===== src/rtl/lca_pkg.sv =====
`timescale 1ns / 1ps
// ----------------------------------------------------------------------------
// LCA query package
// Shared types, field widths and constants of the tree LCA distance unit.
// ----------------------------------------------------------------------------
package lca_pkg;

  localparam int NODE_W  = 10;
  localparam int DEPTH_W = 10;
  localparam int DIST_W  = 11;
  localparam int LVL_W   = 5;
  localparam int LIFT_W  = 21;
  localparam int SUM_W   = 13;

  localparam logic [DEPTH_W-1:0] DEPTH_MAX = 10'd1023;
  localparam logic [DIST_W-1:0]  DIST_MAX  = 11'd2047;

  typedef enum logic {
    CMD_ADD   = 1'b0,
    CMD_QUERY = 1'b1
  } cmd_t;

  typedef struct packed {
    logic              cmd;
    logic [NODE_W-1:0] node_a;
    logic [NODE_W-1:0] node_b;
  } in_item_t;

  typedef struct packed {
    logic               is_answer;
    logic [NODE_W-1:0]  ancestor;
    logic [DIST_W-1:0]  distance;
    logic [DEPTH_W-1:0] node_depth;
  } out_item_t;

  typedef enum logic [1:0] {
    ALU_INC_SAT,
    ALU_LIFT_GE,
    ALU_GT,
    ALU_DIST
  } alu_op_t;

  typedef struct packed {
    alu_op_t            op;
    logic [DEPTH_W-1:0] x;
    logic [DEPTH_W-1:0] y;
    logic [DEPTH_W-1:0] z;
    logic [LVL_W-1:0]   lvl;
  } alu_req_t;

  typedef struct packed {
    logic [DIST_W-1:0] res;
    logic              flag;
  } alu_rsp_t;

  typedef enum logic [4:0] {
    S_IDLE,
    S_RED_A,
    S_RED_B,
    S_CAP_A,
    S_CAP_B,
    S_ADD_DEP,
    S_ADD_INC,
    S_ADD_RD,
    S_ADD_WR,
    S_Q_DA,
    S_Q_DB,
    S_Q_SW,
    S_L1_CHK,
    S_L1_ANC,
    S_L1_DEP,
    S_L1_END,
    S_L2_RA,
    S_L2_RB,
    S_L2_CMP,
    S_L2_FIN,
    S_L2_PAR,
    S_Q_DC,
    S_Q_DIST,
    S_FIN
  } state_t;

endpackage


===== src/rtl/lca_alu.sv =====
`timescale 1ns / 1ps
// ----------------------------------------------------------------------------
// LCA depth arithmetic unit
// Shared add and compare unit for depth increment, lift test and distance.
// ----------------------------------------------------------------------------
module lca_alu import lca_pkg::*; (
  input  alu_req_t req,
  output alu_rsp_t rsp
);

  logic [DIST_W-1:0] inc;
  logic [LIFT_W-1:0] thr;
  logic [SUM_W-1:0]  sum;

  assign inc = DIST_W'(req.x) + DIST_W'(1);
  assign thr = LIFT_W'(req.y) + (LIFT_W'(1) << req.lvl);
  assign sum = SUM_W'(req.x) + SUM_W'(req.y) - (SUM_W'(req.z) << 1);

  always_comb begin
    rsp.res  = '0;
    rsp.flag = 1'b0;
    unique case (req.op)
      ALU_INC_SAT: begin
        rsp.res = (inc > DIST_W'(DEPTH_MAX)) ? DIST_W'(DEPTH_MAX) : inc;
      end
      ALU_LIFT_GE: begin
        rsp.flag = (LIFT_W'(req.x) >= thr);
      end
      ALU_GT: begin
        rsp.flag = (req.x > req.y);
      end
      ALU_DIST: begin
        if (sum[SUM_W-1]) begin
          rsp.res = '0;
        end else if (sum > SUM_W'(DIST_MAX)) begin
          rsp.res = DIST_MAX;
        end else begin
          rsp.res = sum[DIST_W-1:0];
        end
      end
    endcase
  end

endmodule


===== config.mk =====
export PLATFORM = sky130hd
export DESIGN_NAME = lca_alu
export DESIGN_NICKNAME = d
export VERILOG_FILES = /design/src/rtl/lca_pkg.sv /design/src/rtl/lca_alu.sv
export SDC_FILE = /design/constraint.sdc
export NUM_CORES = 1
export LEC_CHECK = 0
export BUFFER_PORTS_ARGS = -buffer_cell sky130_fd_sc_hd__buf_2
export CORE_ASPECT_RATIO = 1.5
export CORE_MARGIN = 8
export CORE_UTILIZATION = 59
export DETAILED_ROUTE_END_ITERATION = 10
export GPL_TIMING_DRIVEN = 0
export PLACE_DENSITY = 0.86
export SETUP_SLACK_MARGIN = 0.5
export SLEW_MARGIN = 20
export SYNTH_ARGS = -nofsm -noshare
export SYNTH_HDL_FRONTEND = slang
export SYNTH_SLANG_ARGS = --single-unit

===== constraint.sdc =====
create_clock -name vclk -period 9.9
set_input_delay 2.97 -clock vclk [all_inputs]
set_output_delay 2.97 -clock vclk [all_outputs]
set_load 0.05 [all_outputs]

==> results.cfg <==
[power]
p_per_area_mw_per_mm2 = 56.1
p_leak_uw = 0.00148
finalPower_uw = 165
ir_worst_vdd_v = 0.0000477

[worst_setup_path]
path_class = in2out
cp_max_fo = 6
cp.arrival_ns = 6.63
end_kind = output port
crit_required_ns = 6.93
crit_path_start_kind = input port

[logic_synthesis]
yosysWarnings = 0
yosysSeqAreaShare_pct = 0
synth_cell_types = 51
synth_nets = 405
synth_top_area_share_pct = 25.9
postSynthAreaPerCell_um2 = 7.29
syn_area_mm2 = 0.00227
postSynthCellCount = 311
yosys-top-cells-area = ha_1, fa_1, inv_1
yosys.area.top_type = ha_1

[detailed_routing]
wl_um = 7360
drt-vias-per-instance = 6.09
initialDrtViolationCount = 133
routedWlPerCell_um = 17.2
ant_nets = 0
drc = 0
via_count = 2601
drt_pass1_iterations = 4

[global_route]
grt_usage_pct = 22.7
use_met1_pct = 24.2
overflow = 0
grt_antenna_before_repair = 0
grt-busiest-layer = met2
grtUsageMet2_pct = 42.0
grt_pass1_vias = 2679
grt_max_degree = 11
grt_pass1_wl_um = 11600
use_met3_pct = 1.58

[timing]
fin_setup_tns_ns = 0
hold_violations = 0
drv_slew = 0
rsz0062_at_grt = true
finalSetupViolCount = 0
fin_crit_sh_pct = 97.0
fmax_ghz = 0.104
max-slew-margin-rel_pct = 53.4
period_minus_slack_ns = 9.60
tightest_slew_ns = 0.682

[floorplanning]
rows = 27
die_w_um = 66.6
pin_count = 49
die_h_um = 91.9
start_util_pct = 61.6
core_area_mm2 = 0.00368
die_area_mm2 = 0.00612

[finish]
nNetsFinal = 480
fillers = 263
multi_input_area_mm2 = 0.00219
clkbuf_count = 0
num_antenna_cells = 0
layout.cells.non_filler = 427
layout-drive-gt1-share_pct = 27.6
area_growth_pct = 29.4
ff_latch_area_um2 = 0
n_sequential_cell = 0

[flow_run]
cap_violations = 0

[placement]
gp_congestion = 0.948
dp_cells = 403
port_buffers = 49
dpl.hpwl_um = 5350

[min_path]
hold_path_depth = 4
holdCritPathClass = in2out

[run_status]
status = finished clean
[power breakdown]
group	total [µW]	leakage, µW	internal (µW)	switching [µW]
Clock	0	0	0	0
Combinational	165	0.00148	66.4	98.1
Sequential	0	0	0	0
Total	165	0.00148	66.4	98.1
[final cells by class]
type | instances | area share, %
timing repair buffer | 73 | 17.1
multi-input combinational | 263 | 74.8
buffer | 4 | 0.640
tap | 43 | 1.83
inverter | 44 | 5.63
[final timing paths]
kind / slack, ns / to / startpoint
setup / recovery: 0.30 / rsp[0] / req[4]
hold / removal: 6.53 / rsp[7] / req[31]
[cell usage in the layout (no fill, tap or decap), types with 3 or more instances in the layout]
cell / n
buf_2: 45
nand3_1: 5
o21ai_0: 9
and4_1: 3
ha_1: 46
a31oi_1: 7
nor3_1: 12
nand4_1: 6
clkbuf_1: 3
inv_1: 43
buf_6: 14
nand3b_1: 3
nand2b_1: 8
o21ai_2: 4
o211ai_1: 3
nand2_1: 21
a21oi_1: 13
nor2_1: 26
buf_4: 13
o32a_1: 3
xnor2_1: 10
a21o_1: 6
fa_1: 9
o21a_1: 6
xor2_1: 11
[cells in the mapped netlist (all sizes together) (8+ instances only)]
cell type,n
nor2,27
nor3,14
a31oi,8
nand2b,8
nand2,23
ha,47
xnor2,10
inv,44
a21oi,15
o21ai,14
xor2,11
fa,10
[worst max-delay path, stage by stage]
cell,delay [ns]
buf_8,0.10
or3_4,0.40
nor3_4,0.16
ha_2,0.24
inv_2,0.04
fa_2,0.35
nor2b_2,0.13
o21ai_2,0.08
a21oi_2,0.21
buf_4,0.15
buf_6,0.09
buf_6,0.08
buf_6,0.08
buf_6,0.08
buf_6,0.09
buf_6,0.08
buf_6,0.08
buf_6,0.08
buf_6,0.08
buf_6,0.09
buf_6,0.08
buf_6,0.08
buf_6,0.08
and3_4,0.19
mux2i_4,0.07
o31ai_4,0.27
buf_6,0.19
[per-stage QoR]
| stage | utilization (%) | setup slack [ns] | hold slack [ns] | cell area [µm²] |
|---|---|---|---|---|
| after floorplan | - | 0.530 | 6.36 | 2280 |
| after global routing | 79.7 | 0.175 | 6.59 | 2930 |
| after detailed placement | 70.1 | -0.178 | 6.53 | 2580 |
| final | 79.7 | 0.301 | 6.53 | 2930 |
| after global placement | 70.1 | -0.138 | 6.52 | 2580 |
| after CTS | 76.9 | 0.334 | 6.53 | 2830 |
[routing by layer]
metal,vias to the layer above,wire length (µm)
li1,1273,-
met1,1218,2810
met2,85,3980
met3,25,275
met4,0,286
met5,-,0
[cells by family after synthesis]
logic type / count (synthesis) / share of synthesized area [%]
compound gates: 75 / 23.2
xor+xnor: 21 / 8.11
fa+ha+maj: 57 / 34.8
buf+inv: 48 / 8.11
mux: 3 / 1.43
simple gates: 107 / 24.3
[what timing repair did]
action	CTS	global route
buffers inserted	19	5
gates resized for setup	33	19
setup endpoints to repair	1	1
cloned	0	0
pin swaps	17	13
hold buffers	0	0
Power figures use the tool's default switching activity.
