## src/rtl/lca_ram.sv

```systemverilog
`timescale 1ns / 1ps
// ----------------------------------------------------------------------------
// LCA generic RAM
// Single write port, single read port, registered read data.
// ----------------------------------------------------------------------------
module lca_ram #(
  parameter int WIDTH = 8,
  parameter int DEPTH = 16,
  localparam int AW = (DEPTH > 1) ? $clog2(DEPTH) : 1
) (
  input  logic             clk,
  input  logic             we,
  input  logic [AW-1:0]    waddr,
  input  logic [WIDTH-1:0] wdata,
  input  logic [AW-1:0]    raddr,
  output logic [WIDTH-1:0] rdata
);

  logic [WIDTH-1:0] mem_r [DEPTH];
  logic [WIDTH-1:0] rdata_r;

  always_ff @(posedge clk) begin
    if (we) begin
      mem_r[waddr] <= wdata;
    end
    rdata_r <= mem_r[raddr];
  end

  assign rdata = rdata_r;

endmodule

```

## config.mk

```make
export PLATFORM = sky130hd
export DESIGN_NAME = lca_ram
export DESIGN_NICKNAME = d
export VERILOG_FILES = /design/src/rtl/lca_ram.sv
export SDC_FILE = /design/constraint.sdc
export NUM_CORES = 1
export LEC_CHECK = 0
export ABC_AREA = 1
export CAP_MARGIN = 30
export CORE_ASPECT_RATIO = 1.25
export CORE_MARGIN = 10
export CORE_UTILIZATION = 55
export DETAILED_ROUTE_END_ITERATION = 10
export DONT_BUFFER_PORTS = 1
export HOLD_SLACK_MARGIN = 0.1
export MAX_ROUTING_LAYER = met4
export PLACE_DENSITY = 0.7
export SYNTH_ARGS = -nofsm -noshare
export SYNTH_HDL_FRONTEND = slang
export SYNTH_SLANG_ARGS = --single-unit
```

## constraint.sdc

```tcl
create_clock -name clk -period 1.5 [get_ports clk]
set_input_delay 0.15 -clock clk [delete_from_list [all_inputs] [get_ports clk]]
set_output_delay 0.15 -clock clk [all_outputs]
set_load 0.005 [all_outputs]
```

==> results of run 1 <==
-- final cells by class --
| class | count | area (sq um) | share of cell area [%] |
|---|---|---|---|
| inverter | 102 | 383 | 5.70 |
| multi-input combinational | 289 | 1220 | 18.2 |
| sequential | 136 | 4000 | 59.6 |
| timing repair buffer | 33 | 315 | 4.69 |
| clock inverter | 12 | 174 | 2.59 |
| clock buffer | 20 | 457 | 6.80 |
| tap | 129 | 161 | 2.40 |
-- report_power, final --
part,switching (mW),internal [mW]
registers,0.0337,4.25
clock network,1.50,2.86
logic,0.316,0.148
total,1.85,7.26
-- kinds of logic (layout without fill, tap and decap cells) --
group,Yosys count,in the layout,share of synthesized area [%]
flip-flops,136,136,69.4
buffers and inverters,126,167,9.52
AND/OR/NAND/NOR,289,289,21.0
-- cell usage after synthesis --
cell type | count | area share, %
nand2_1 | 173 | 11
edfxtp_1 | 128 | 67
inv_1 | 100 | 6.5
nand3_1 | 97 | 8.4
nor2_1 | 17 | 1.1
buf_2 | 13 | 1.1
dfxtp_1 | 8 | 2.8
buf_6 | 6 | 1.2
buf_4 | 4 | 0.52
inv_2 | 2 | 0.13
nand3b_1 | 2 | 0.26
buf_1 | 1 | 0.065
-- state kept, by name (all words and copies together), names as in the netlist --
register  count
rdata         8
mem_r       128
-- worst paths after layout --
check | startpoint | endpoint | slack (ns) | depth (start not counted)
setup / recovery | mem_r[3][5] | rdata[5] | 0.08 | 7
hold / removal | raddr[1] | rdata[1] | 0.04 | 4
setup reg to reg | mem_r[3][5] | rdata[5] | 0.08 | 7
hold reg to reg | mem_r[12][5] | rdata[5] | 0.68 | 6
-- critical path: cells and delay by family, from the launching register on --
kind          cells  cell delay [ns]
flops             1             0.36
simple gates      6             0.40
buf+inv           1             0.56
-- repair_timing --
item,4_1_cts,5_1_grt
hold buffers,19,1
endpoints found under the setup margin,0,7
endpoints found under the hold margin,136,4
buffers inserted,0,0
resized for setup,0,4
-- per-stage QoR --
step	total power, mW	hold slack, ns
6_report	9.11	0.0415
5_1_grt	9.39	0.105
4_1_cts	9.16	0.103
3_5_place_dp	4.71	0.250
3_3_place_gp	4.70	0.250
2_1_floorplan	4.65	0.249
-- layer usage --
| layer | vias to the layer above | GRT usage [%] | part of all wire (%) |
|---|---|---|---|
| li1 | 1826 | - | - |
| met1 | 1824 | 21.2 | 39 |
| met2 | 191 | 31.0 | 51 |
| met3 | 19 | 4.39 | 8.2 |
| met4 | 0 | 8.73 | 2.2 |
| met5 | - | - | 0 |
==> impl_metrics.py, run 1 <==
metrics = {
    "run_status": {
        "outcome": "complete, no violations",
    },
    "timing": {
        "worst_pin_slew_ns": 0.934,
        "fin_tns_setup_ns": 0,
        "max_freq_ghz": 0.703,
        "setup_viol": 0,
        "slew-limit-headroom_pct": 37.7,
        "min_period_ns": 1.42,
        "rsz0062_at_grt": "false",
        "final_hold_viol_count": 0,
        "skew_ns": 0.00554,
        "slew_viol_final": 0,
        "period_share_pct": 94.8,
        "fin_ws_ns": 0.0773,
    },
    "setup_path": {
        "slowest_delay_ns": 0.56,
        "startpoint_type": "flip-flop",
        "critPathKind": "reg -> reg",
        "cp-end-kind": "flip-flop",
        "required_ns": 1.81,
        "path_common_cell": "nand2_1",
        "worstPathArrival_ns": 1.73,
        "worstPathMaxFanout": 1,
        "cp_cell_sequence": "nand2_1, nand2_1, nand2_1, dlygate4sd3_1, nand3_2, nand3_1, nand2_1",
        "slowest_stage": "dlygate4sd3_1",
    },
    "clock_network": {
        "htree_num_levels": 4,
        "path_clk_slew_ns": 0.06,
        "clk_latency_ns": 0.42,
        "root_buffer": "clkbuf_16",
        "cts_buffers": 17,
        "clock_sinks": 136,
        "cts_tree": "done",
        "clockBufferDepth": 2,
    },
    "routing": {
        "drt_iter0_drc": 472,
        "ant_nets": 0,
        "wl_per_cell_um": 18.8,
        "num_vias": 3860,
        "drc": 0,
        "dr.pass1.iters": 5,
        "vias_per_cell": 5.35,
        "routed_wl_mm": 13.5,
    },
    "synthesis": {
        "netlist_area_sq_um": 5770,
        "ys_ff_latch": 136,
        "ys_types": 12,
        "syn-num-nets": 569,
        "syn_avg_cell_area_sq_um": 10.5,
        "synthesis.instances": 551,
        "yosysSeqAreaShare_pct": 69.4,
        "yosys_warnings": 0,
    },
    "place": {
        "preCtsSetupSlack_ns": 0.380,
        "finalWeightedCongestion": 0.844,
        "dpl.hpwl_mm": 7.88,
        "postPlaceCellArea_sq_um": 5920,
        "dp.cells": 674,
        "place.port_buffers": 0,
    },
    "job": {
        "cap_violations": 0,
    },
    "floorplan": {
        "core_area_sq_um": 10200,
        "rows": 41,
        "die_w_um": 112,
        "die-area_sq_um": 15000,
        "die_h_um": 134,
        "io_pins": 26,
        "start_util_pct": 56.8,
    },
    "power": {
        "power.leakage_nw": 2.90,
        "p_per_area_nw_per_um2": 1360,
        "max-vdd-ir-drop_mv": 0.927,
    },
    "cells_and_area": {
        "stdcell_count": 721,
        "drive_above_1_share_pct": 8.95,
        "syn_to_final_growth_pct": 16.5,
        "fin_util_pct": 66.1,
        "design_area_sq_um": 6720,
        "diodes": 0,
        "layout_common_cells": "nand2_1, edfxtp_1, inv_1",
        "final_common_cell": "nand2_1",
        "nets": 597,
        "fill_cells": 751,
    },
    "grt": {
        "track_usage_pct": 18.7,
        "antenna_found_initial": 0,
        "grt_remaining_overflow": 0,
        "grt_max_degree": 65,
        "grt_pass1_vias": 3825,
        "grt_pass1_wl_mm": 20.9,
    },
    "hold_path": {
        "min_path_type": "in -> reg",
    },
}
No activity file was read; power rests on OpenSTA's default activity.
==> run 2, diff against run 1 <==
--- a/config.mk
+++ b/config.mk
@@ -10,6 +10,7 @@
 export CORE_ASPECT_RATIO = 1.25
 export CORE_MARGIN = 10
 export CORE_UTILIZATION = 55
+export CTS_BUF_LIST = sky130_fd_sc_hd__clkbuf_4 sky130_fd_sc_hd__clkbuf_8
 export DETAILED_ROUTE_END_ITERATION = 10
 export DONT_BUFFER_PORTS = 1
 export HOLD_SLACK_MARGIN = 0.1
==> run 2 against run 1 <==
Sequential share of layout area up 1.8 points. Combinational power rose by 2%. Via count decreased by 2.3%. Register-to-register slack better by 0.35 ns. Clock power down 25%. Clock skew grew 0.0037 ns. Die area stayed put. Critical endpoint is now rdata[0]. Largest cell class unchanged.
==> impl_metrics.py, run 2 (same netlist as run 1, synthesis figures left out) <==
metrics = {
    "floorplan": {
        "core_area_sq_um": 10200,
        "die-area_sq_um": 15000,
        "start_util_pct": 56.8,
        "rows": 41,
        "die_w_um": 112,
        "io_pins": 26,
        "die_h_um": 134,
    },
    "cells_and_area": {
        "stdcell_count": 719,
        "fin_util_pct": 64.2,
        "syn_to_final_growth_pct": 13.1,
        "drive_above_1_share_pct": 9.32,
        "largest_register": "mem_r",
        "nets": 595,
        "largest_reg_flops": 128,
        "layout_common_cells": "nand2_1, edfxtp_1, inv_1",
        "diodes": 0,
        "fill_cells": 776,
        "final_common_cell": "nand2_1",
    },
    "power": {
        "power_frac_comb_pct": 5.9,
        "clkPwrFrac_pct": 40.8,
        "p_int_mw": 6.31,
        "p_per_area_nw_per_um2": 1230,
        "power_frac_seq_pct": 53.3,
        "p_sw_share_pct": 21.4,
        "p_sw_mw": 1.72,
        "p_total_mw": 8.03,
        "power.leakage_nw": 2.81,
        "max-vdd-ir-drop_mv": 0.783,
    },
    "hold_path": {
        "holdPathEnd": "rdata[0]",
        "min_path_type": "in -> reg",
        "whs_path_depth": 6,
        "worstHoldStart": "raddr[0]",
    },
    "setup_path": {
        "cp-end-kind": "flip-flop",
        "timing.rr.start": "mem_r[8][3]",
        "critPathKind": "in -> reg",
        "slowest_stage": "dlygate4sd3_1",
        "startpoint_type": "input port",
        "slowest_delay_ns": 0.99,
        "path_common_cell": "nand3_1",
        "worst-r2r-setup-slack_ns": 0.43,
        "r2r_cells": 7,
        "required_ns": 1.83,
        "cp_cell_sequence": "dlygate4sd3_1, nand3_1, nand3_1, nand2_1",
        "worstPathMaxFanout": 15,
        "timing.rr.end": "rdata[3]",
        "worstPathArrival_ns": 1.63,
    },
    "routing": {
        "num_vias": 3770,
        "drt_iter0_drc": 318,
        "vias_per_cell": 5.24,
        "routed_wl_mm": 13.2,
        "wl_per_cell_um": 18.4,
        "drc": 0,
        "ant_nets": 0,
        "dr.pass1.iters": 5,
    },
    "clock_network": {
        "path_clk_slew_ns": 0.08,
        "cts_buffers": 17,
        "cts_setup_buffers": 0,
        "clockBufferDepth": 2,
        "cts_tree": "done",
        "root_buffer": "clkbuf_8",
        "htree_num_levels": 4,
        "clk_latency_ns": 0.44,
        "clock_sinks": 136,
    },
    "grt": {
        "grt_pass1_vias": 3757,
        "grt_remaining_overflow": 0,
        "grt_max_degree": 65,
        "grt_pass1_wl_mm": 20.8,
        "track_usage_pct": 18.6,
        "antenna_found_initial": 0,
    },
    "timing": {
        "worst_pin_slew_ns": 0.758,
        "final_hold_viol_count": 0,
        "holdWs_ns": 0.0683,
        "slew_viol_final": 0,
        "min_period_ns": 1.30,
        "setup_viol": 0,
        "skew_ns": 0.00925,
        "period_share_pct": 86.6,
        "rsz0062_at_grt": "false",
        "fin_tns_setup_ns": 0,
        "max_freq_ghz": 0.770,
        "slew-limit-headroom_pct": 49.3,
    },
    "run_status": {
        "outcome": "complete, no violations",
    },
    "place": {
        "dp.cells": 674,
        "place.port_buffers": 0,
        "dpl.hpwl_mm": 7.88,
        "finalWeightedCongestion": 0.844,
    },
    "job": {
        "cap_violations": 0,
    },
}
-- run 2: cell type report --
cell class                      instances  area (sq um)  area share, %
Multi-Input combinational cell        289          1220           18.7
Inverter                              102           383           5.87
Tap cell                              129           161           2.47
Clock buffer                           20           269           4.12
Timing Repair Buffer                   31           313           4.80
Sequential cell                       136          4000           61.4
Clock inverter                         12           174           2.67
-- run 2: per-layer routing --
layer  routed length, um  track usage [%]  share of wire (%)  up-vias
li1                    -                -                  -     1823
met1                5310             21.2                 40     1782
met2                6750             30.5                 51      139
met3                 793             4.43                6.0       26
met4                 346             8.66                2.6        0
met5                   0                -                  0        -
-- run 2: through the flow --
step                worst slack, ns  instance area, sq um
global placement              0.387                  5920
finish                        0.201                  6520
global route                  0.138                  6520
CTS                          0.0391                  6530
detailed placement            0.380                  5920
floorplan                     0.399                  5770
-- run 2: what timing repair did --
item,in CTS,in global routing
endpoints found under the setup margin,0,2
hold buffers,14,0
hold endpoints to repair,136,0
resized for setup,0,2
-- run 2: worst max-delay path by stage --
stage / cells past startpoint / to / start
2_1_floorplan: 2 / mem_r[10][0] / waddr[2]
3_3_place_gp: 6 / rdata[0] / raddr[1]
3_5_place_dp: 6 / rdata[0] / raddr[1]
4_1_cts: 7 / rdata[3] / mem_r[8][3]
5_1_grt: 4 / rdata[0] / raddr[2]
6_report: 4 / rdata[0] / raddr[2]
-- run 2: worst max-delay path: cells and delay by family --
family,cells,cell delay [ns]
buf+inv,1,0.99
simple gates,3,0.48
-- run 2: power groups by stage --
stage          clock network [mW]  registers, mW  logic [mW]
6_report                     3.28           4.28       0.471
5_1_grt                      3.49           4.29       0.524
4_1_cts                      3.32           4.28       0.473
3_5_place_dp                    0           4.37       0.338
3_3_place_gp                    0           4.36       0.331
2_1_floorplan                   0           4.35       0.300
