<file path="src/rtl/lca_pkg.sv">
`timescale 1ns / 1ps
// ----------------------------------------------------------------------------
// LCA query package
// Shared types, field widths and constants of the tree LCA distance unit.
// ----------------------------------------------------------------------------
package lca_pkg;

  localparam int NODE_W  = 10;
  localparam int DEPTH_W = 10;
  localparam int DIST_W  = 11;
  localparam int LVL_W   = 5;
  localparam int LIFT_W  = 21;
  localparam int SUM_W   = 13;

  localparam logic [DEPTH_W-1:0] DEPTH_MAX = 10'd1023;
  localparam logic [DIST_W-1:0]  DIST_MAX  = 11'd2047;

  typedef enum logic {
    CMD_ADD   = 1'b0,
    CMD_QUERY = 1'b1
  } cmd_t;

  typedef struct packed {
    logic              cmd;
    logic [NODE_W-1:0] node_a;
    logic [NODE_W-1:0] node_b;
  } in_item_t;

  typedef struct packed {
    logic               is_answer;
    logic [NODE_W-1:0]  ancestor;
    logic [DIST_W-1:0]  distance;
    logic [DEPTH_W-1:0] node_depth;
  } out_item_t;

  typedef enum logic [1:0] {
    ALU_INC_SAT,
    ALU_LIFT_GE,
    ALU_GT,
    ALU_DIST
  } alu_op_t;

  typedef struct packed {
    alu_op_t            op;
    logic [DEPTH_W-1:0] x;
    logic [DEPTH_W-1:0] y;
    logic [DEPTH_W-1:0] z;
    logic [LVL_W-1:0]   lvl;
  } alu_req_t;

  typedef struct packed {
    logic [DIST_W-1:0] res;
    logic              flag;
  } alu_rsp_t;

  typedef enum logic [4:0] {
    S_IDLE,
    S_RED_A,
    S_RED_B,
    S_CAP_A,
    S_CAP_B,
    S_ADD_DEP,
    S_ADD_INC,
    S_ADD_RD,
    S_ADD_WR,
    S_Q_DA,
    S_Q_DB,
    S_Q_SW,
    S_L1_CHK,
    S_L1_ANC,
    S_L1_DEP,
    S_L1_END,
    S_L2_RA,
    S_L2_RB,
    S_L2_CMP,
    S_L2_FIN,
    S_L2_PAR,
    S_Q_DC,
    S_Q_DIST,
    S_FIN
  } state_t;

endpackage

</file>
<file path="src/rtl/lca_idx.sv">
`timescale 1ns / 1ps
// ----------------------------------------------------------------------------
// LCA node index reduction
// Two-stage pipeline that reduces a node field modulo the node count.
// ----------------------------------------------------------------------------
module lca_idx import lca_pkg::*; #(
  parameter int NODES = 1024,
  localparam int IW = $clog2(NODES)
) (
  input  logic              clk,
  input  logic [NODE_W-1:0] raw,
  output logic [IW-1:0]     idx
);

  if ((NODES >= (1 << NODE_W)) || ((NODES & (NODES - 1)) == 0)) begin : g_plain
    logic [NODE_W-1:0] v1_r;
    logic [IW-1:0]     idx_r;

    always_ff @(posedge clk) begin
      v1_r  <= raw;
      idx_r <= IW'(v1_r);
    end

    assign idx = idx_r;
  end else begin : g_recip
    localparam int RECIP = (1 << 20) / NODES;
    localparam int RW    = $clog2(RECIP + 1);
    localparam int QW    = NODE_W + RW - 20;
    localparam int PW    = 2 * NODE_W;
    localparam logic [NODE_W-1:0] NODES_V = NODE_W'(NODES);

    logic [NODE_W+RW-1:0] prod;
    logic [QW-1:0]        q_r;
    logic [NODE_W-1:0]    v1_r;
    logic [PW-1:0]        qn;
    logic [NODE_W-1:0]    rem;
    logic [NODE_W-1:0]    rem_fix;
    logic [IW-1:0]        idx_r;

    assign prod    = (NODE_W + RW)'(raw) * (NODE_W + RW)'(RECIP);
    assign qn      = PW'(q_r) * PW'(NODES);
    assign rem     = v1_r - qn[NODE_W-1:0];
    assign rem_fix = (rem >= NODES_V) ? (rem - NODES_V) : rem;

    always_ff @(posedge clk) begin
      q_r   <= prod[NODE_W+RW-1:20];
      v1_r  <= raw;
      idx_r <= IW'(rem_fix);
    end

    assign idx = idx_r;
  end

endmodule

</file>
<file path="config.mk">
export PLATFORM = sky130hd
export DESIGN_NAME = lca_idx
export DESIGN_NICKNAME = d
export VERILOG_FILES = /design/src/rtl/lca_pkg.sv /design/src/rtl/lca_idx.sv
export SDC_FILE = /design/constraint.sdc
export NUM_CORES = 1
export LEC_CHECK = 0
export BUFFER_PORTS_ARGS = -buffer_cell sky130_fd_sc_hd__buf_2
export CORE_MARGIN = 8
export CORE_UTILIZATION = 30
export CTS_CLUSTER_SIZE = 30
export DETAILED_ROUTE_END_ITERATION = 16
export PLACE_DENSITY = 0.68
export SYNTH_ARGS = -nofsm -noshare
export SYNTH_HDL_FRONTEND = slang
export SYNTH_SLANG_ARGS = --single-unit
</file>
<file path="constraint.sdc">
create_clock -name clk -period 0.9 [get_ports clk]
set_input_delay 0.045 -clock clk [delete_from_list [all_inputs] [get_ports clk]]
set_output_delay 0.045 -clock clk [all_outputs]
set_load 0.01 [all_outputs]
</file>
==> results of run 1 <==
-- synth_stat cells, drive strengths merged --
master,n
dfxtp,20
-- sequential cells by signal, indices dropped and copies added (netlist names) --
signal and flops:
g_plain.v1_r 10, idx 10
-- per-layer routing --
metal	GRT usage (%)	up-vias	wire length, microns	part of all wire [%]
met3	3.13	2	51	6.9
met2	9.68	9	419	56
met4	7.76	0	27	3.6
met1	5.56	110	244	33
li1	-	130	-	-
met5	0	-	0	0
-- power breakdown --
part / internal [uW] / switching [uW]
clock network: 246 / 243
registers: 932 / 9.29
logic: 58.4 / 30.9
total: 1240 / 283
-- kinds of logic (layout without fill, tap and decap cells) --
family	Yosys count	in the layout	synth area share (%)
DFF	20	20	100
buffers and inverters	0	34	0
-- cell type report --
| type | instances | area share [%] |
|---|---|---|
| Sequential cell | 20 | 61.1 |
| Tap cell | 15 | 2.86 |
| Clock buffer | 4 | 5.53 |
| Timing Repair Buffer | 30 | 30.5 |
-- layout by cell type (no fill, tap or decap), drive strengths merged --
cell          n
dfxtp        20
dlygate4sd3  10
clkbuf        4
buf          20
-- per-stage QoR --
step / hold WS (ps) / std cells / utilization (%)
finish: 335 / 69 / 51.7
global route: 342 / 69 / 51.7
CTS: 338 / 69 / 51.7
detailed placement: 149 / 55 / 40.9
global placement: 148 / 55 / 40.9
floorplan: 72.7 / 20 / -
-- how the worst max path moves through the flow --
| stage | cells after the start | startpoint | end | slack [ps] |
|---|---|---|---|---|
| 3_5_place_dp | 1 | idx[5]$_DFF_P_ | idx[5] | 430 |
| 4_1_cts | 1 | idx[5]$_DFF_P_ | idx[5] | 90 |
| 3_3_place_gp | 1 | idx[7]$_DFF_P_ | idx[7] | 450 |
| 5_1_grt | 1 | idx[8]$_DFF_P_ | idx[8] | 70 |
| 2_1_floorplan | 0 | g_plain.v1_r[0]$_DFF_P_ | idx[0]$_DFF_P_ | 520 |
| 6_report | 1 | idx[5]$_DFF_P_ | idx[5] | 120 |
-- timing repair --
item / in CTS / in global routing
endpoints found under the hold margin: 10 / 0
gates resized for setup: 0 / 0
hold buffers: 10 / 0
==> impl_metrics.csv, run 1 <==
group,metric,value,unit
cells_and_area,multiInputGateArea,0,sq um
worst_hold_path,worst_hold_path_type,"reg2reg",
sta,worst_slew_margin_relative_to_its_limit,93.4,%
floorplanning,initial_core_util,31.6,%
setup_path,cp_cell_sequence,"buf_2",
setup_path,setup.worst_path.class,"reg2out",
cells_and_area,antennaDiodeCount,0,
power_and_ir_drop,irDropWorstVdd,1210,uV
worst_hold_path,worstHoldStart,"g_plain.v1_r[4]$_DFF_P_",
synth,synth_nets,31,
worst_hold_path,timing.hold.worst_endpoint,"idx[4]$_DFF_P_",
placed_design,place_ws,431,ps
clock_network,cts.htree.levels,1,
placed_design,placement.cell_area,519,sq um
synth,synth_area_leader_cell,"dfxtp_1",
grt,global_route.overflow_total,0,
setup_path,cp.buffers_inverters,1,
clock_network,cts_buffers,3,
power_and_ir_drop,power-per-cell-area,2320,mW/mm^2
clock_network,buffer_cell_driving_the_clock_tree_root,"clkbuf_4",
route,detail_route.vias_per_cell,3.64,
setup_path,worstReg2RegEnd,"idx[1]$_DFF_P_",
sta,report.final.setup_viol,0,
floorplanning,die-area,0.00276,sq mm
clock_network,clk_path_buf_depth,2,
route,drc,0,
sta,worst_pin_slew,99.6,ps
setup_path,slowest_stage,"dfxtp_1",
route,wire_per_inst,10.8,microns
route,first_iter_violations,2,
floorplanning,io-pin-count,21,
power_and_ir_drop,leakage,0.000310,uW
sta,timing_max_transition_violations_final,0,
sta,post-route-worst-setup-slack,118,ps
setup_path,timing.critical_path.from_type,"flop",
cells_and_area,multi_input_gates,0,
floorplanning,floorplan.die.width,52.5,microns
setup_path,critPathMaxStageDelay,330,ps
setup_path,worst_ep_arrival_time,740,ps
power_and_ir_drop,total_power,1520,uW
sta,final_hold_viol_count,0,
run,max_cap_violations,0,
floorplanning,die_h,52.5,microns
synth,share_of_the_synthesized_area_in_the_top_cell_type,100,%
grt,vias_in_the_first_global_route,261,
clock_network,clock_insertion_delay_worst_skew,290,ps
placed_design,total_of_buffers_placed_on_input_and_output_ports,20,
placed_design,finalWeightedCongestion,0.572,
sta,rsz_0062_raised_after_global_routing,"false",
synth,post_synth_num_cell_types,1,
sta,clock-skew-final,0.341,ps
cells_and_area,fin_area,656,sq um
setup_path,r2r_start,"g_plain.v1_r[1]$_DFF_P_",
clock_network,clock_sink_count,20,
clock_network,postCtsSetupRepairBufs,0,
route,vias,251,
grt,global_route.usage.total,6.40,%
grt,largest_net_degree_at_the_start_of_global_routing,12,
worst_hold_path,worst_hold_path.num_cells,0,
floorplanning,core,0.00127,sq mm
sta,finalCriticalPeriod,782,ps
clock_network,worst_setup_hold_path_clk_slew,100,ps
cells_and_area,fraction_of_final_layout_cells_sized_beyond_drive_strength_1,44.4,%
route,detail_route.wirelength,744,microns
cells_and_area,seq_area,400,sq um
setup_path,number_of_cells_on_the_worst_reg_to_reg_path,0,
sta,timing.fmax,1.28,GHz
sta,layout_worst_path_cycle_share,86.9,%
synth,yosys_warn_count,0,
synth,post_synth.cell_area_avg,20.0,sq um
clock_network,tritoncts,"built",
setup_path,critical_path.top_delay_family,"flip-flops",
route,number_of_nets_with_antenna_violations_after_routing,0,
setup_path,timing.critical_path.fanout_max,1,
cells_and_area,flow.area_growth_from_synthesis,63.8,%
route,drt_pass1_iterations,2,
grt,grt_pass1_wl,1.18,mm
synth,ys_seq_elements,20,
cells_and_area,layout.filler_cells,113,
synth,postSynthCellCount,20,
status,run_status,"complete, no violations",
setup_path,critPathRequiredTime,850,ps
floorplanning,rows,13,
setup_path,timing.reg2reg.setup_slack,490,ps
synth,yosys-top-cells-area,"dfxtp_1",
synth,synth-seq-area-share,100,%
setup_path,crit_path_end_kind,"output port",
sta,setup_tns,0,ps
cells_and_area,num-nets-final,66,
grt,initial_antenna_violation_count,0,
synth,syn-cell-area,400,sq um
Note: power is estimated with default switching activity, not from simulation.
==> run 2: changes to the inputs <==
--- a/config.mk
+++ b/config.mk
@@ -6,10 +6,10 @@
 export NUM_CORES = 1
 export LEC_CHECK = 0
 export BUFFER_PORTS_ARGS = -buffer_cell sky130_fd_sc_hd__buf_2
-export CORE_MARGIN = 8
-export CORE_UTILIZATION = 30
+export CORE_AREA = 8 8 45 47
 export CTS_CLUSTER_SIZE = 30
 export DETAILED_ROUTE_END_ITERATION = 16
+export DIE_AREA = 0 0 53 55
 export PLACE_DENSITY = 0.68
 export SYNTH_ARGS = -nofsm -noshare
 export SYNTH_HDL_FRONTEND = slang
==> constraint.sdc (replaced) <==
create_clock -name clk -period 0.97 [get_ports clk]
set_input_delay 0.0485 -clock clk [delete_from_list [all_inputs] [get_ports clk]]
set_output_delay 0.0485 -clock clk [all_outputs]
set_load 0.01 [all_outputs]
==> impl_metrics.csv, run 2 (synthesis results as in run 1) <==
group,metric,value,unit
status,run_status,"complete, no violations",
route,wire_per_inst,9.81,microns
clock_network,tritoncts,"built",
route,detail_route.wirelength,687,microns
cells_and_area,layout.filler_cells,139,
route,drc,0,
setup_path,timing.critical_path.fanout_max,1,
setup_path,critical_path.top_delay_family,"flip-flops",
sta,timing_max_transition_violations_final,0,
floorplanning,io-pin-count,21,
floorplanning,die_h,55,microns
placed_design,place_inst,56,
setup_path,setup.worst_path.end,"idx[4]",
cells_and_area,multiInputGateArea,0,sq um
worst_hold_path,worst_hold_path_type,"reg2reg",
setup_path,crit_path_start,"idx[4]$_DFF_P_",
sta,report.final.setup_viol,0,
cells_and_area,flow.area_growth_from_synthesis,68.1,%
cells_and_area,num-nets-final,66,
clock_network,clock_sink_count,20,
setup_path,r2r_start,"g_plain.v1_r[7]$_DFF_P_",
floorplanning,core,0.00138,sq mm
sta,setup_tns,0,ps
clock_network,postCtsSetupRepairBufs,0,
placed_design,total_of_buffers_placed_on_input_and_output_ports,20,
setup_path,timing.critical_path.from_type,"flop",
power_and_ir_drop,power-per-cell-area,2390,mW/mm^2
grt,vias_in_the_first_global_route,229,
clock_network,cts_buffers,3,
grt,global_route.overflow_total,0,
sta,final_hold_viol_count,0,
grt,largest_net_degree_at_the_start_of_global_routing,13,
route,detail_route.vias_per_cell,3.50,
sta,layout_worst_path_cycle_share,81.8,%
setup_path,setup.worst_path.class,"reg2out",
power_and_ir_drop,leakage,0.000317,uW
clock_network,worst_setup_hold_path_clk_slew,110,ps
placed_design,finalWeightedCongestion,0.565,
route,number_of_nets_with_antenna_violations_after_routing,0,
setup_path,critPathMaxStageDelay,330,ps
cells_and_area,finalNonFillerCells,70,
sta,worst_pin_slew,109,ps
clock_network,clock_insertion_delay_worst_skew,290,ps
placed_design,place_ws,505,ps
setup_path,cp_cell_sequence,"buf_2",
setup_path,slowest_stage,"dfxtp_1",
floorplanning,rows,14,
sta,worst_slew_margin_relative_to_its_limit,92.7,%
grt,global_route.usage.total,5.12,%
setup_path,timing.reg2reg.setup_slack,550,ps
setup_path,worst_ep_arrival_time,750,ps
route,first_iter_violations,1,
floorplanning,die-area,0.00292,sq mm
route,drt_pass1_iterations,2,
cells_and_area,multi_input_gates,0,
route,vias,245,
grt,grt_pass1_wl,1.01,mm
clock_network,clk_path_buf_depth,2,
setup_path,critPathRequiredTime,920,ps
sta,timing.fmax,1.26,GHz
cells_and_area,antennaDiodeCount,0,
sta,clock-skew-final,0.514,ps
power_and_ir_drop,irDropWorstVdd,954,uV
cells_and_area,most-common-layout-cells,"dfxtp_1, buf_2, dlygate4sd3_1, clkbuf_4, bufinv_16",
sta,post-route-worst-setup-slack,176,ps
sta,finalCriticalPeriod,794,ps
clock_network,cts_repair_resize_count,0,
power_and_ir_drop,total_power,1610,uW
setup_path,worstReg2RegEnd,"idx[7]$_DFF_P_",
setup_path,number_of_cells_on_the_worst_reg_to_reg_path,0,
cells_and_area,fraction_of_final_layout_cells_sized_beyond_drive_strength_1,44.4,%
run,max_cap_violations,0,
grt,initial_antenna_violation_count,0,
floorplanning,initial_core_util,28.9,%
setup_path,critical_path_cell_count,1,
setup_path,crit_path_end_kind,"output port",
sta,rsz_0062_raised_after_global_routing,"false",
clock_network,cts.htree.levels,1,
clock_network,buffer_cell_driving_the_clock_tree_root,"clkbuf_4",
sta,fin_hold_ws,337,ps
floorplanning,floorplan.die.width,53,microns
setup_path,cp.buffers_inverters,1,
-- run 2: changes by cell type in the layout (fill, tap and decap cells not counted) --
| cell | delta |
|---|---|
| clkbuf_8 | -1 |
| bufinv_16 | +1 |
-- run 2: cell type report --
class,instances,area (sq um),area share (%)
timing repair buffer,30,200,29.7
clock buffer,3,22.5,3.35
sequential,20,400,59.5
clock inverter,1,30.0,4.46
tap,16,20.0,2.97
-- run 2: worst min-delay path by stage --
stage                            start                       to  slack [ps]  cells after the start
2_1_floorplan                   raw[0]  g_plain.v1_r[0]$_DFF_P_          80                      0
5_1_grt        g_plain.v1_r[0]$_DFF_P_           idx[0]$_DFF_P_         340                      0
3_5_place_dp                    raw[5]  g_plain.v1_r[5]$_DFF_P_         150                      1
6_report       g_plain.v1_r[3]$_DFF_P_           idx[3]$_DFF_P_         340                      0
3_3_place_gp                    raw[7]  g_plain.v1_r[7]$_DFF_P_         150                      1
4_1_cts        g_plain.v1_r[3]$_DFF_P_           idx[3]$_DFF_P_         340                      0
-- run 2: where the power goes --
group	switching, uW	total [uW]	internal [uW]	leakage (uW)
Combinational	27.5	81.6	54.1	0.000120
Sequential	8.49	873	865	0.000169
Clock	240	657	418	0.0000279
-- run 2: timing repair --
action                                  4_1_cts  5_1_grt
endpoints found under the hold margin        10        0
hold buffers                                 10        0
endpoints found under the setup margin        0        0
-- run 2: stage by stage --
step | cell area, sq um | utilization (%)
floorplan | 400 | -
global placement | 520 | 37.6
detailed placement | 520 | 37.6
CTS | 673 | 48.6
global route | 673 | 48.6
finish | 673 | 48.6
-- run 2: routing by layer --
layer  vias up  track usage, %  part of all wire [%]
met5         -               0                     0
met4         0            5.17                   2.8
met3         2            3.48                    17
met2        14            8.20                    46
met1       101            4.03                    34
li1        128               -                     -
