**src/rtl/lca_pkg.sv**
```systemverilog
`timescale 1ns / 1ps
// ----------------------------------------------------------------------------
// LCA query package
// Shared types, field widths and constants of the tree LCA distance unit.
// ----------------------------------------------------------------------------
package lca_pkg;

  localparam int NODE_W  = 10;
  localparam int DEPTH_W = 10;
  localparam int DIST_W  = 11;
  localparam int LVL_W   = 5;
  localparam int LIFT_W  = 21;
  localparam int SUM_W   = 13;

  localparam logic [DEPTH_W-1:0] DEPTH_MAX = 10'd1023;
  localparam logic [DIST_W-1:0]  DIST_MAX  = 11'd2047;

  typedef enum logic {
    CMD_ADD   = 1'b0,
    CMD_QUERY = 1'b1
  } cmd_t;

  typedef struct packed {
    logic              cmd;
    logic [NODE_W-1:0] node_a;
    logic [NODE_W-1:0] node_b;
  } in_item_t;

  typedef struct packed {
    logic               is_answer;
    logic [NODE_W-1:0]  ancestor;
    logic [DIST_W-1:0]  distance;
    logic [DEPTH_W-1:0] node_depth;
  } out_item_t;

  typedef enum logic [1:0] {
    ALU_INC_SAT,
    ALU_LIFT_GE,
    ALU_GT,
    ALU_DIST
  } alu_op_t;

  typedef struct packed {
    alu_op_t            op;
    logic [DEPTH_W-1:0] x;
    logic [DEPTH_W-1:0] y;
    logic [DEPTH_W-1:0] z;
    logic [LVL_W-1:0]   lvl;
  } alu_req_t;

  typedef struct packed {
    logic [DIST_W-1:0] res;
    logic              flag;
  } alu_rsp_t;

  typedef enum logic [4:0] {
    S_IDLE,
    S_RED_A,
    S_RED_B,
    S_CAP_A,
    S_CAP_B,
    S_ADD_DEP,
    S_ADD_INC,
    S_ADD_RD,
    S_ADD_WR,
    S_Q_DA,
    S_Q_DB,
    S_Q_SW,
    S_L1_CHK,
    S_L1_ANC,
    S_L1_DEP,
    S_L1_END,
    S_L2_RA,
    S_L2_RB,
    S_L2_CMP,
    S_L2_FIN,
    S_L2_PAR,
    S_Q_DC,
    S_Q_DIST,
    S_FIN
  } state_t;

endpackage

```
**src/rtl/lca_seq.sv**
```systemverilog
`timescale 1ns / 1ps
// ----------------------------------------------------------------------------
// LCA sequencer
// Steps one transaction through index reduction, then table fill or lifting and distance.
// ----------------------------------------------------------------------------
module lca_seq import lca_pkg::*; #(
  parameter int NODES  = 1024,
  parameter int LEVELS = 10,
  localparam int IW  = $clog2(NODES),
  localparam int LW  = $clog2(LEVELS),
  localparam int AAW = IW + LW
) (
  input  logic               clk,
  input  logic               rst_n,
  input  logic               in_valid,
  output logic               in_stall,
  input  in_item_t           in_data,
  output logic               out_valid,
  input  logic               out_stall,
  output out_item_t          out_data,
  output logic [NODE_W-1:0]  idx_raw,
  input  logic [IW-1:0]      idx,
  output logic               dep_we,
  output logic [IW-1:0]      dep_waddr,
  output logic [DEPTH_W-1:0] dep_wdata,
  output logic [IW-1:0]      dep_raddr,
  input  logic [DEPTH_W-1:0] dep_rdata,
  output logic               anc_we,
  output logic [AAW-1:0]     anc_waddr,
  output logic [IW-1:0]      anc_wdata,
  output logic [AAW-1:0]     anc_raddr,
  input  logic [IW-1:0]      anc_rdata,
  output alu_req_t           alu_req,
  input  alu_rsp_t           alu_rsp
);

  localparam logic [LW-1:0] LAST = LW'(LEVELS - 1);

  state_t             state_r, state_nxt;
  logic               out_valid_r, out_valid_nxt;
  out_item_t          out_data_r, out_data_nxt;
  logic               cmd_r, cmd_nxt;
  logic [NODE_W-1:0]  raw_a_r, raw_a_nxt;
  logic [NODE_W-1:0]  raw_b_r, raw_b_nxt;
  logic [IW-1:0]      na_r, na_nxt;
  logic [IW-1:0]      nb_r, nb_nxt;
  logic [IW-1:0]      ca_r, ca_nxt;
  logic [IW-1:0]      cb_r, cb_nxt;
  logic [IW-1:0]      xa_r, xa_nxt;
  logic [DEPTH_W-1:0] da_r, da_nxt;
  logic [DEPTH_W-1:0] db_r, db_nxt;
  logic [DEPTH_W-1:0] da0_r, da0_nxt;
  logic [DEPTH_W-1:0] dep_r, dep_nxt;
  logic [DIST_W-1:0]  dist_r, dist_nxt;
  logic [LW-1:0]      lvl_r, lvl_nxt;
  logic               dz_r;
  logic               az_r;
  logic [DEPTH_W-1:0] dq;
  logic [IW-1:0]      aq;

  // Node 0 is the sentinel: its depth and ancestors always read as zero.
  assign dq = dz_r ? '0 : dep_rdata;
  assign aq = az_r ? '0 : anc_rdata;

  assign in_stall  = (state_r != S_IDLE);
  assign out_valid = out_valid_r;
  assign out_data  = out_data_r;

  always_comb begin
    state_nxt = state_r;
    unique case (state_r)
      S_IDLE: begin
        if (in_valid) begin
          state_nxt = S_RED_A;
        end
      end
      S_RED_A:   state_nxt = S_RED_B;
      S_RED_B:   state_nxt = S_CAP_A;
      S_CAP_A:   state_nxt = S_CAP_B;
      S_CAP_B:   state_nxt = (cmd_r == CMD_QUERY) ? S_Q_DA : S_ADD_DEP;
      S_ADD_DEP: state_nxt = (na_r == '0) ? S_FIN : S_ADD_INC;
      S_ADD_INC: state_nxt = S_ADD_RD;
      S_ADD_RD:  state_nxt = S_ADD_WR;
      S_ADD_WR:  state_nxt = (lvl_r == LAST) ? S_FIN : S_ADD_RD;
      S_Q_DA:    state_nxt = S_Q_DB;
      S_Q_DB:    state_nxt = S_Q_SW;
      S_Q_SW:    state_nxt = S_L1_CHK;
      S_L1_CHK: begin
        if (alu_rsp.flag) begin
          state_nxt = S_L1_ANC;
        end else if (lvl_r == '0) begin
          state_nxt = S_L1_END;
        end
      end
      S_L1_ANC:  state_nxt = S_L1_DEP;
      S_L1_DEP:  state_nxt = (lvl_r == '0) ? S_L1_END : S_L1_CHK;
      S_L1_END:  state_nxt = (ca_r == cb_r) ? S_Q_DC : S_L2_RA;
      S_L2_RA:   state_nxt = S_L2_RB;
      S_L2_RB:   state_nxt = S_L2_CMP;
      S_L2_CMP:  state_nxt = (lvl_r == '0) ? S_L2_FIN : S_L2_RA;
      S_L2_FIN:  state_nxt = S_L2_PAR;
      S_L2_PAR:  state_nxt = S_Q_DC;
      S_Q_DC:    state_nxt = S_Q_DIST;
      S_Q_DIST:  state_nxt = S_FIN;
      S_FIN: begin
        if (!out_valid_r || !out_stall) begin
          state_nxt = S_IDLE;
        end
      end
      default:   state_nxt = S_IDLE;
    endcase
  end

  always_comb begin
    out_valid_nxt = out_valid_r && out_stall;
    out_data_nxt  = out_data_r;
    cmd_nxt       = cmd_r;
    raw_a_nxt     = raw_a_r;
    raw_b_nxt     = raw_b_r;
    na_nxt        = na_r;
    nb_nxt        = nb_r;
    ca_nxt        = ca_r;
    cb_nxt        = cb_r;
    xa_nxt        = xa_r;
    da_nxt        = da_r;
    db_nxt        = db_r;
    da0_nxt       = da0_r;
    dep_nxt       = dep_r;
    dist_nxt      = dist_r;
    lvl_nxt       = lvl_r;
    idx_raw       = raw_a_r;
    dep_we        = 1'b0;
    dep_waddr     = na_r;
    dep_wdata     = alu_rsp.res[DEPTH_W-1:0];
    dep_raddr     = '0;
    anc_we        = 1'b0;
    anc_waddr     = {na_r, lvl_r};
    anc_wdata     = aq;
    anc_raddr     = '0;
    alu_req.op    = ALU_INC_SAT;
    alu_req.x     = dq;
    alu_req.y     = da_r;
    alu_req.z     = dq;
    alu_req.lvl   = LVL_W'(lvl_r);

    unique case (state_r)
      S_IDLE: begin
        if (in_valid) begin
          cmd_nxt   = in_data.cmd;
          raw_a_nxt = in_data.node_a;
          raw_b_nxt = in_data.node_b;
        end
      end
      S_RED_A: idx_raw = raw_a_r;
      S_RED_B: idx_raw = raw_b_r;
      S_CAP_A: na_nxt = idx;
      S_CAP_B: nb_nxt = idx;
      S_ADD_DEP: begin
        dep_raddr = nb_r;
        dep_nxt   = '0;
      end
      S_ADD_INC: begin
        alu_req.op = ALU_INC_SAT;
        alu_req.x  = dq;
        dep_we     = 1'b1;
        dep_waddr  = na_r;
        dep_wdata  = alu_rsp.res[DEPTH_W-1:0];
        dep_nxt    = alu_rsp.res[DEPTH_W-1:0];
        anc_we     = 1'b1;
        anc_waddr  = {na_r, LW'(0)};
        anc_wdata  = nb_r;
        cb_nxt     = nb_r;
        lvl_nxt    = LW'(1);
      end
      S_ADD_RD: begin
        anc_raddr = {cb_r, lvl_r - LW'(1)};
      end
      S_ADD_WR: begin
        anc_we    = 1'b1;
        anc_waddr = {na_r, lvl_r};
        anc_wdata = aq;
        cb_nxt    = aq;
        lvl_nxt   = lvl_r + LW'(1);
      end
      S_Q_DA: begin
        dep_raddr = na_r;
      end
      S_Q_DB: begin
        da_nxt    = dq;
        dep_raddr = nb_r;
      end
      S_Q_SW: begin
        alu_req.op = ALU_GT;
        alu_req.x  = dq;
        alu_req.y  = da_r;
        lvl_nxt    = LAST;
        if (alu_rsp.flag) begin
          ca_nxt  = nb_r;
          cb_nxt  = na_r;
          da_nxt  = dq;
          db_nxt  = da_r;
          da0_nxt = dq;
        end else begin
          ca_nxt  = na_r;
          cb_nxt  = nb_r;
          db_nxt  = dq;
          da0_nxt = da_r;
        end
      end
      S_L1_CHK: begin
        alu_req.op = ALU_LIFT_GE;
        alu_req.x  = da_r;
        alu_req.y  = db_r;
        anc_raddr  = {ca_r, lvl_r};
        if (!alu_rsp.flag) begin
          lvl_nxt = lvl_r - LW'(1);
        end
      end
      S_L1_ANC: begin
        ca_nxt    = aq;
        dep_raddr = aq;
      end
      S_L1_DEP: begin
        da_nxt  = dq;
        lvl_nxt = lvl_r - LW'(1);
      end
      S_L1_END: begin
        lvl_nxt = LAST;
      end
      S_L2_RA: begin
        anc_raddr = {ca_r, lvl_r};
      end
      S_L2_RB: begin
        xa_nxt    = aq;
        anc_raddr = {cb_r, lvl_r};
      end
      S_L2_CMP: begin
        if (xa_r != aq) begin
          ca_nxt = xa_r;
          cb_nxt = aq;
        end
        lvl_nxt = lvl_r - LW'(1);
      end
      S_L2_FIN: begin
        anc_raddr = {ca_r, LW'(0)};
      end
      S_L2_PAR: begin
        ca_nxt = aq;
      end
      S_Q_DC: begin
        dep_raddr = ca_r;
      end
      S_Q_DIST: begin
        alu_req.op = ALU_DIST;
        alu_req.x  = da0_r;
        alu_req.y  = db_r;
        alu_req.z  = dq;
        dist_nxt   = alu_rsp.res;
      end
      S_FIN: begin
        if (!out_valid_r || !out_stall) begin
          out_valid_nxt           = 1'b1;
          out_data_nxt.is_answer  = cmd_r;
          out_data_nxt.ancestor   = (cmd_r == CMD_QUERY) ? NODE_W'(ca_r) : '0;
          out_data_nxt.distance   = (cmd_r == CMD_QUERY) ? dist_r : '0;
          out_data_nxt.node_depth = (cmd_r == CMD_QUERY) ? '0 : dep_r;
        end
      end
      default: begin
        out_valid_nxt = out_valid_r && out_stall;
      end
    endcase
  end

  always_ff @(posedge clk) begin
    if (!rst_n) begin
      state_r     <= S_IDLE;
      out_valid_r <= 1'b0;
    end else begin
      state_r     <= state_nxt;
      out_valid_r <= out_valid_nxt;
    end
  end

  always_ff @(posedge clk) begin
    out_data_r <= out_data_nxt;
    cmd_r      <= cmd_nxt;
    raw_a_r    <= raw_a_nxt;
    raw_b_r    <= raw_b_nxt;
    na_r       <= na_nxt;
    nb_r       <= nb_nxt;
    ca_r       <= ca_nxt;
    cb_r       <= cb_nxt;
    xa_r       <= xa_nxt;
    da_r       <= da_nxt;
    db_r       <= db_nxt;
    da0_r      <= da0_nxt;
    dep_r      <= dep_nxt;
    dist_r     <= dist_nxt;
    lvl_r      <= lvl_nxt;
    dz_r       <= (dep_raddr == '0);
    az_r       <= (anc_raddr[AAW-1:LW] == '0);
  end

endmodule

```
**config.mk**
```make
export PLATFORM = sky130hd
export DESIGN_NAME = lca_seq
export DESIGN_NICKNAME = d
export VERILOG_FILES = /design/src/rtl/lca_pkg.sv /design/src/rtl/lca_seq.sv
export SDC_FILE = /design/constraint.sdc
export NUM_CORES = 1
export LEC_CHECK = 0
export BUFFER_PORTS_ARGS = -buffer_cell sky130_fd_sc_hd__buf_4
export CAP_MARGIN = 20
export CORE_ASPECT_RATIO = 0.8
export CORE_UTILIZATION = 30
export CTS_CLUSTER_SIZE = 12
export DETAILED_ROUTE_END_ITERATION = 8
export PLACE_DENSITY = 0.58
export REMOVE_ABC_BUFFERS = 1
export SLEW_MARGIN = 5
export SYNTH_ARGS = -nofsm -noshare
export SYNTH_HDL_FRONTEND = slang
export SYNTH_SLANG_ARGS = --single-unit
export TNS_END_PERCENT = 5
```
**constraint.sdc**
```tcl
create_clock -name clk -period 3.3 [get_ports clk]
set_input_delay 0.99 -clock clk [delete_from_list [all_inputs] [get_ports clk]]
set_output_delay 0.99 -clock clk [all_outputs]
set_load 0.01 [all_outputs]
```
==> metrics.txt <==
# TYPE chip_impl_metric gauge
chip_impl_metric{name="reg2regPathDepth",unit=""} 6
chip_impl_metric{name="timing.critical_path.slowest_cell_delay",unit="ps"} 500
chip_impl_metric{name="combPwrFrac",unit=""} 0.151
chip_impl_metric{name="wl_per_cell",unit="µm"} 20.0
chip_impl_metric{name="power-per-cell-area",unit="mW/mm²"} 469
chip_impl_metric{name="gpl.final_weighted_congestion",unit=""} 0.899
chip_impl_info{name="cp_slowest_cell",value="or4bb_1"} 1
chip_impl_metric{name="final_max_slew_viol_count",unit=""} 0
chip_impl_metric{name="die_width",unit="µm"} 192
chip_impl_metric{name="nNetsFinal",unit=""} 1011
chip_impl_info{name="whs_endpoint",value="out_data[13]"} 1
chip_impl_metric{name="placedCellCount",unit=""} 1286
chip_impl_info{name="crit_type",value="reg2out"} 1
chip_impl_metric{name="syn_area",unit="mm²"} 0.00867
chip_impl_info{name="cts-root-buf",value="clkbuf_16"} 1
chip_impl_metric{name="stdcell_count",unit=""} 1323
chip_impl_metric{name="clockPowerShare",unit=""} 0.385
chip_impl_metric{name="synth-warning-count",unit=""} 0
chip_impl_metric{name="placedInstanceArea",unit="mm²"} 0.0107
chip_impl_metric{name="cp.required",unit="ps"} 2310
chip_impl_metric{name="rows",unit=""} 55
chip_impl_metric{name="global_route_wire_length_before_repair",unit="µm"} 38200
chip_impl_metric{name="achievable-frequency",unit="MHz"} 309
chip_impl_metric{name="layout_min_cycle_time",unit="ps"} 3240
chip_impl_info{name="holdCritStartpoint",value="dist_r[3]"} 1
chip_impl_metric{name="cts_clk_pin_slew_worst_paths",unit="ps"} 60
chip_impl_metric{name="floorplan.initialDensity",unit=""} 0.306
chip_impl_metric{name="holdBufCountCts",unit=""} 0
chip_impl_info{name="cts_tree",value="built"} 1
chip_impl_metric{name="share_of_layout_cells_above_drive_strength_1",unit=""} 0.379
chip_impl_metric{name="max-slew-margin-rel",unit=""} 0.312
chip_impl_metric{name="gr-usage-all-layers",unit=""} 0.172
chip_impl_metric{name="detail_route.wirelength",unit="µm"} 26400
chip_impl_info{name="post_synth_top_area_cell",value="edfxtp_1"} 1
chip_impl_metric{name="syn_avg_cell_area",unit="µm²"} 11.8
chip_impl_metric{name="num_antenna_cells",unit=""} 0
chip_impl_metric{name="total_die_area",unit="mm²"} 0.0296
chip_impl_metric{name="synth.yosys.seq_area_share",unit=""} 0.566
chip_impl_metric{name="grt_start_max_net_pins",unit=""} 41
chip_impl_info{name="post_synth_main_area_contributors",value="edfxtp_1 55%, mux2_2 5.2%, o21ai_0 3.3%"} 1
chip_impl_metric{name="yosysTopAreaCellShare",unit=""} 0.547
chip_impl_metric{name="finalWorstSetupSlack",unit="ps"} 61.3
chip_impl_metric{name="crit_path_max_fanout",unit=""} 20
chip_impl_metric{name="port_buffers",unit=""} 216
chip_impl_metric{name="p_int",unit="mW"} 3.95
chip_impl_metric{name="switchingPower",unit="mW"} 1.38
chip_impl_metric{name="fin_setup_tns",unit="ps"} 0
chip_impl_metric{name="power",unit="mW"} 5.33
chip_impl_metric{name="sequentialPowerShare",unit=""} 0.464
chip_impl_info{name="critical_path.reg2reg.startpoint",value="state_r[0]"} 1
chip_impl_metric{name="layout.cell_area.non_filler",unit="mm²"} 0.0114
chip_impl_metric{name="number_of_antenna_violations_at_the_first_check_in_global_routing",unit=""} 0
chip_impl_info{name="top_reg_cell_synth",value="edfxtp_1"} 1
chip_impl_metric{name="design.portCount",unit=""} 218
chip_impl_info{name="critical_path.most_common_cell",value="buf_4"} 1
chip_impl_metric{name="worst_clock_skew",unit="ps"} 14.9
chip_impl_info{name="synth_top_cells_by_count",value="158 x edfxtp_1, 57 x o21ai_0, 40 x mux2_2"} 1
chip_impl_metric{name="power.static_leakage",unit="nW"} 4.38
chip_impl_metric{name="synth_seq_cells",unit=""} 166
chip_impl_metric{name="tightestPinTransition",unit="ps"} 1030
chip_impl_info{name="holdCritPathClass",value="reg2reg"} 1
chip_impl_metric{name="sw_frac_of_total",unit=""} 0.259
chip_impl_metric{name="die_h",unit="µm"} 154
chip_impl_metric{name="post-route-util",unit=""} 0.401
chip_impl_metric{name="timing.final.crit_share",unit=""} 0.981
chip_impl_metric{name="cp_data_arrival_time",unit="ps"} 2250
chip_impl_info{name="critPathLaunch",value="state_r[2]"} 1
chip_impl_info{name="cp-end-kind",value="output pin"} 1
chip_impl_info{name="timing.rr.end",value="cb_r[9]"} 1
chip_impl_metric{name="cts_buffers",unit=""} 17
chip_impl_info{name="outcome",value="finished clean"} 1
chip_impl_info{name="synth.most_common_cell",value="edfxtp_1"} 1
chip_impl_metric{name="drt_iter0_drc",unit=""} 609
chip_impl_metric{name="hold-path-cell-count",unit=""} 1
chip_impl_metric{name="clock_insertion_delay_worst_skew",unit="ps"} 430
chip_impl_metric{name="postRouteAntennaNets",unit=""} 0
chip_impl_metric{name="hpwl",unit="µm"} 18800
chip_impl_info{name="grt_setup_unrepaired",value="no"} 1
chip_impl_metric{name="synth_enable_flop_cells",unit=""} 158
chip_impl_metric{name="htree_levels",unit=""} 4
chip_impl_metric{name="max_cap_violations",unit=""} 0
chip_impl_metric{name="timing.final.setup_violations",unit=""} 0
chip_impl_info{name="cp-start-kind",value="flop"} 1
chip_impl_metric{name="average_vias_per_placed_instance",unit=""} 5.15
chip_impl_metric{name="fp.coreArea",unit="mm²"} 0.0284
chip_impl_metric{name="setup.reg_to_reg.worst_slack",unit="ps"} 650
chip_impl_metric{name="fin_hold_ws",unit="ps"} 526
chip_impl_metric{name="netlist_instances",unit=""} 733
chip_impl_metric{name="final_global_route_overflow_total",unit=""} 0
chip_impl_metric{name="detail_route.first_pass.iterations",unit=""} 5
chip_impl_metric{name="clock_tree.buffer_depth",unit=""} 2
chip_impl_metric{name="ys_async_sr_fraction",unit=""} 0
chip_impl_metric{name="max_rail_drop_vdd",unit="µV"} 349
chip_impl_metric{name="layout.filler_cells",unit=""} 2744
chip_impl_metric{name="final-hold-violation-count",unit=""} 0
chip_impl_metric{name="yosysUniqueCellTypes",unit=""} 75
chip_impl_metric{name="layout_area_growth_over_synthesis",unit="%"} 31.2
chip_impl_metric{name="grt_pass1_vias",unit=""} 6310
chip_impl_metric{name="drc_errors",unit=""} 0
chip_impl_info{name="cp_cell_instances",value="buf_12, or4bb_1, a21oi_2, buf_4, a221o_1, buf_4"} 1
chip_impl_metric{name="post_place_setup_slack",unit="ps"} 312
chip_impl_metric{name="dr_total_vias",unit=""} 6807
chip_impl_metric{name="cts_sinks",unit=""} 166
==> power groups by stage <==
stage | clock network (mW) | registers (mW) | logic, mW
after floorplan | 0 | 2.53 | 0.355
after global placement | 0 | 2.52 | 0.773
after detailed placement | 0 | 2.52 | 0.780
after CTS | 2.09 | 2.47 | 0.787
after global routing | 2.17 | 2.48 | 0.867
final | 2.05 | 2.47 | 0.803
==> per-layer routing <==
layer | wire length, µm | up-vias | track usage | share of wire
met5 | 0 | - | 0 | 0
met2 | 11300 | 326 | 0.248 | 0.43
met4 | 553 | 0 | 0.0484 | 0.021
met1 | 12600 | 3314 | 0.255 | 0.48
li1 | - | 3139 | - | -
met3 | 2030 | 28 | 0.0381 | 0.077
==> flip-flops by register name, indices dropped and copies added, names as in the netlist <==
register   cells
da0_r         10
out_data      32
xa_r          10
dist_r        11
state_r        5
nb_r          10
out_valid      1
dep_waddr     10
cmd_r          1
raw_a_r       10
az_r           1
cb_r          10
raw_b_r       10
da_r          10
dep_r         10
db_r          10
ca_r          10
dz_r           1
lvl_r          4
==> worst max-delay path: cells and delay by family (launching register included) <==
| family | cells | cell delay, ps |
|---|---|---|
| AO/OA/AOI/OAI | 2 | 380 |
| flip-flops | 1 | 400 |
| AND/OR/NAND/NOR | 1 | 500 |
| buffers and inverters | 3 | 520 |
==> cells in the final DEF (no fill, tap or decap), types with 10 or more instances in the layout <==
| cell | instances |
|---|---|
| nand2_1 | 36 |
| a22oi_1 | 21 |
| nor2_1 | 37 |
| buf_4 | 248 |
| inv_1 | 24 |
| o21ai_0 | 56 |
| clkbuf_16 | 18 |
| mux2i_1 | 14 |
| edfxtp_1 | 158 |
| a21oi_1 | 24 |
| and2_1 | 31 |
| a221o_1 | 14 |
| a22o_1 | 11 |
| xor2_1 | 10 |
| nor2b_1 | 12 |
| nand2b_1 | 34 |
| mux2_2 | 40 |
==> worst max path at each step <==
stage          cells after the start  slack [ps]           end
2_1_floorplan                      4        -640   alu_req[15]
3_3_place_gp                       6         350  anc_wdata[0]
3_5_place_dp                       5         310    idx_raw[2]
4_1_cts                            6         -10  dep_raddr[6]
5_1_grt                            6           5   alu_req[19]
6_report                           6          60  dep_raddr[1]
==> cell type report <==
type / count / area [µm²] / area share
clock buffer: 20 / 457 / 0.0402
timing repair buffer: 253 / 1950 / 0.171
multi-input combinational: 476 / 3350 / 0.294
tap: 370 / 463 / 0.0407
clock inverter: 12 / 141 / 0.0124
sequential: 166 / 4920 / 0.432
inverter: 26 / 97.6 / 0.00858
==> repair_timing <==
item,CTS,global route
pin swaps,1,3
resized for setup,9,13
setup endpoints to repair,43,36
gates cloned,0,2
buffers inserted,0,3
hold endpoints to repair,0,0
==> cells by family (layout without fill, tap and decap cells) <==
group	after synthesis	after routing	synth area share
simple gates	229	230	0.155
other cells	1	1	0.000433
fa+ha+maj	4	4	0.00577
compound gates	167	167	0.130
flops	166	166	0.566
buf+inv	92	311	0.0540
xor+xnor	19	19	0.0192
mux	55	55	0.0699
Power figures use the tool's default switching activity.
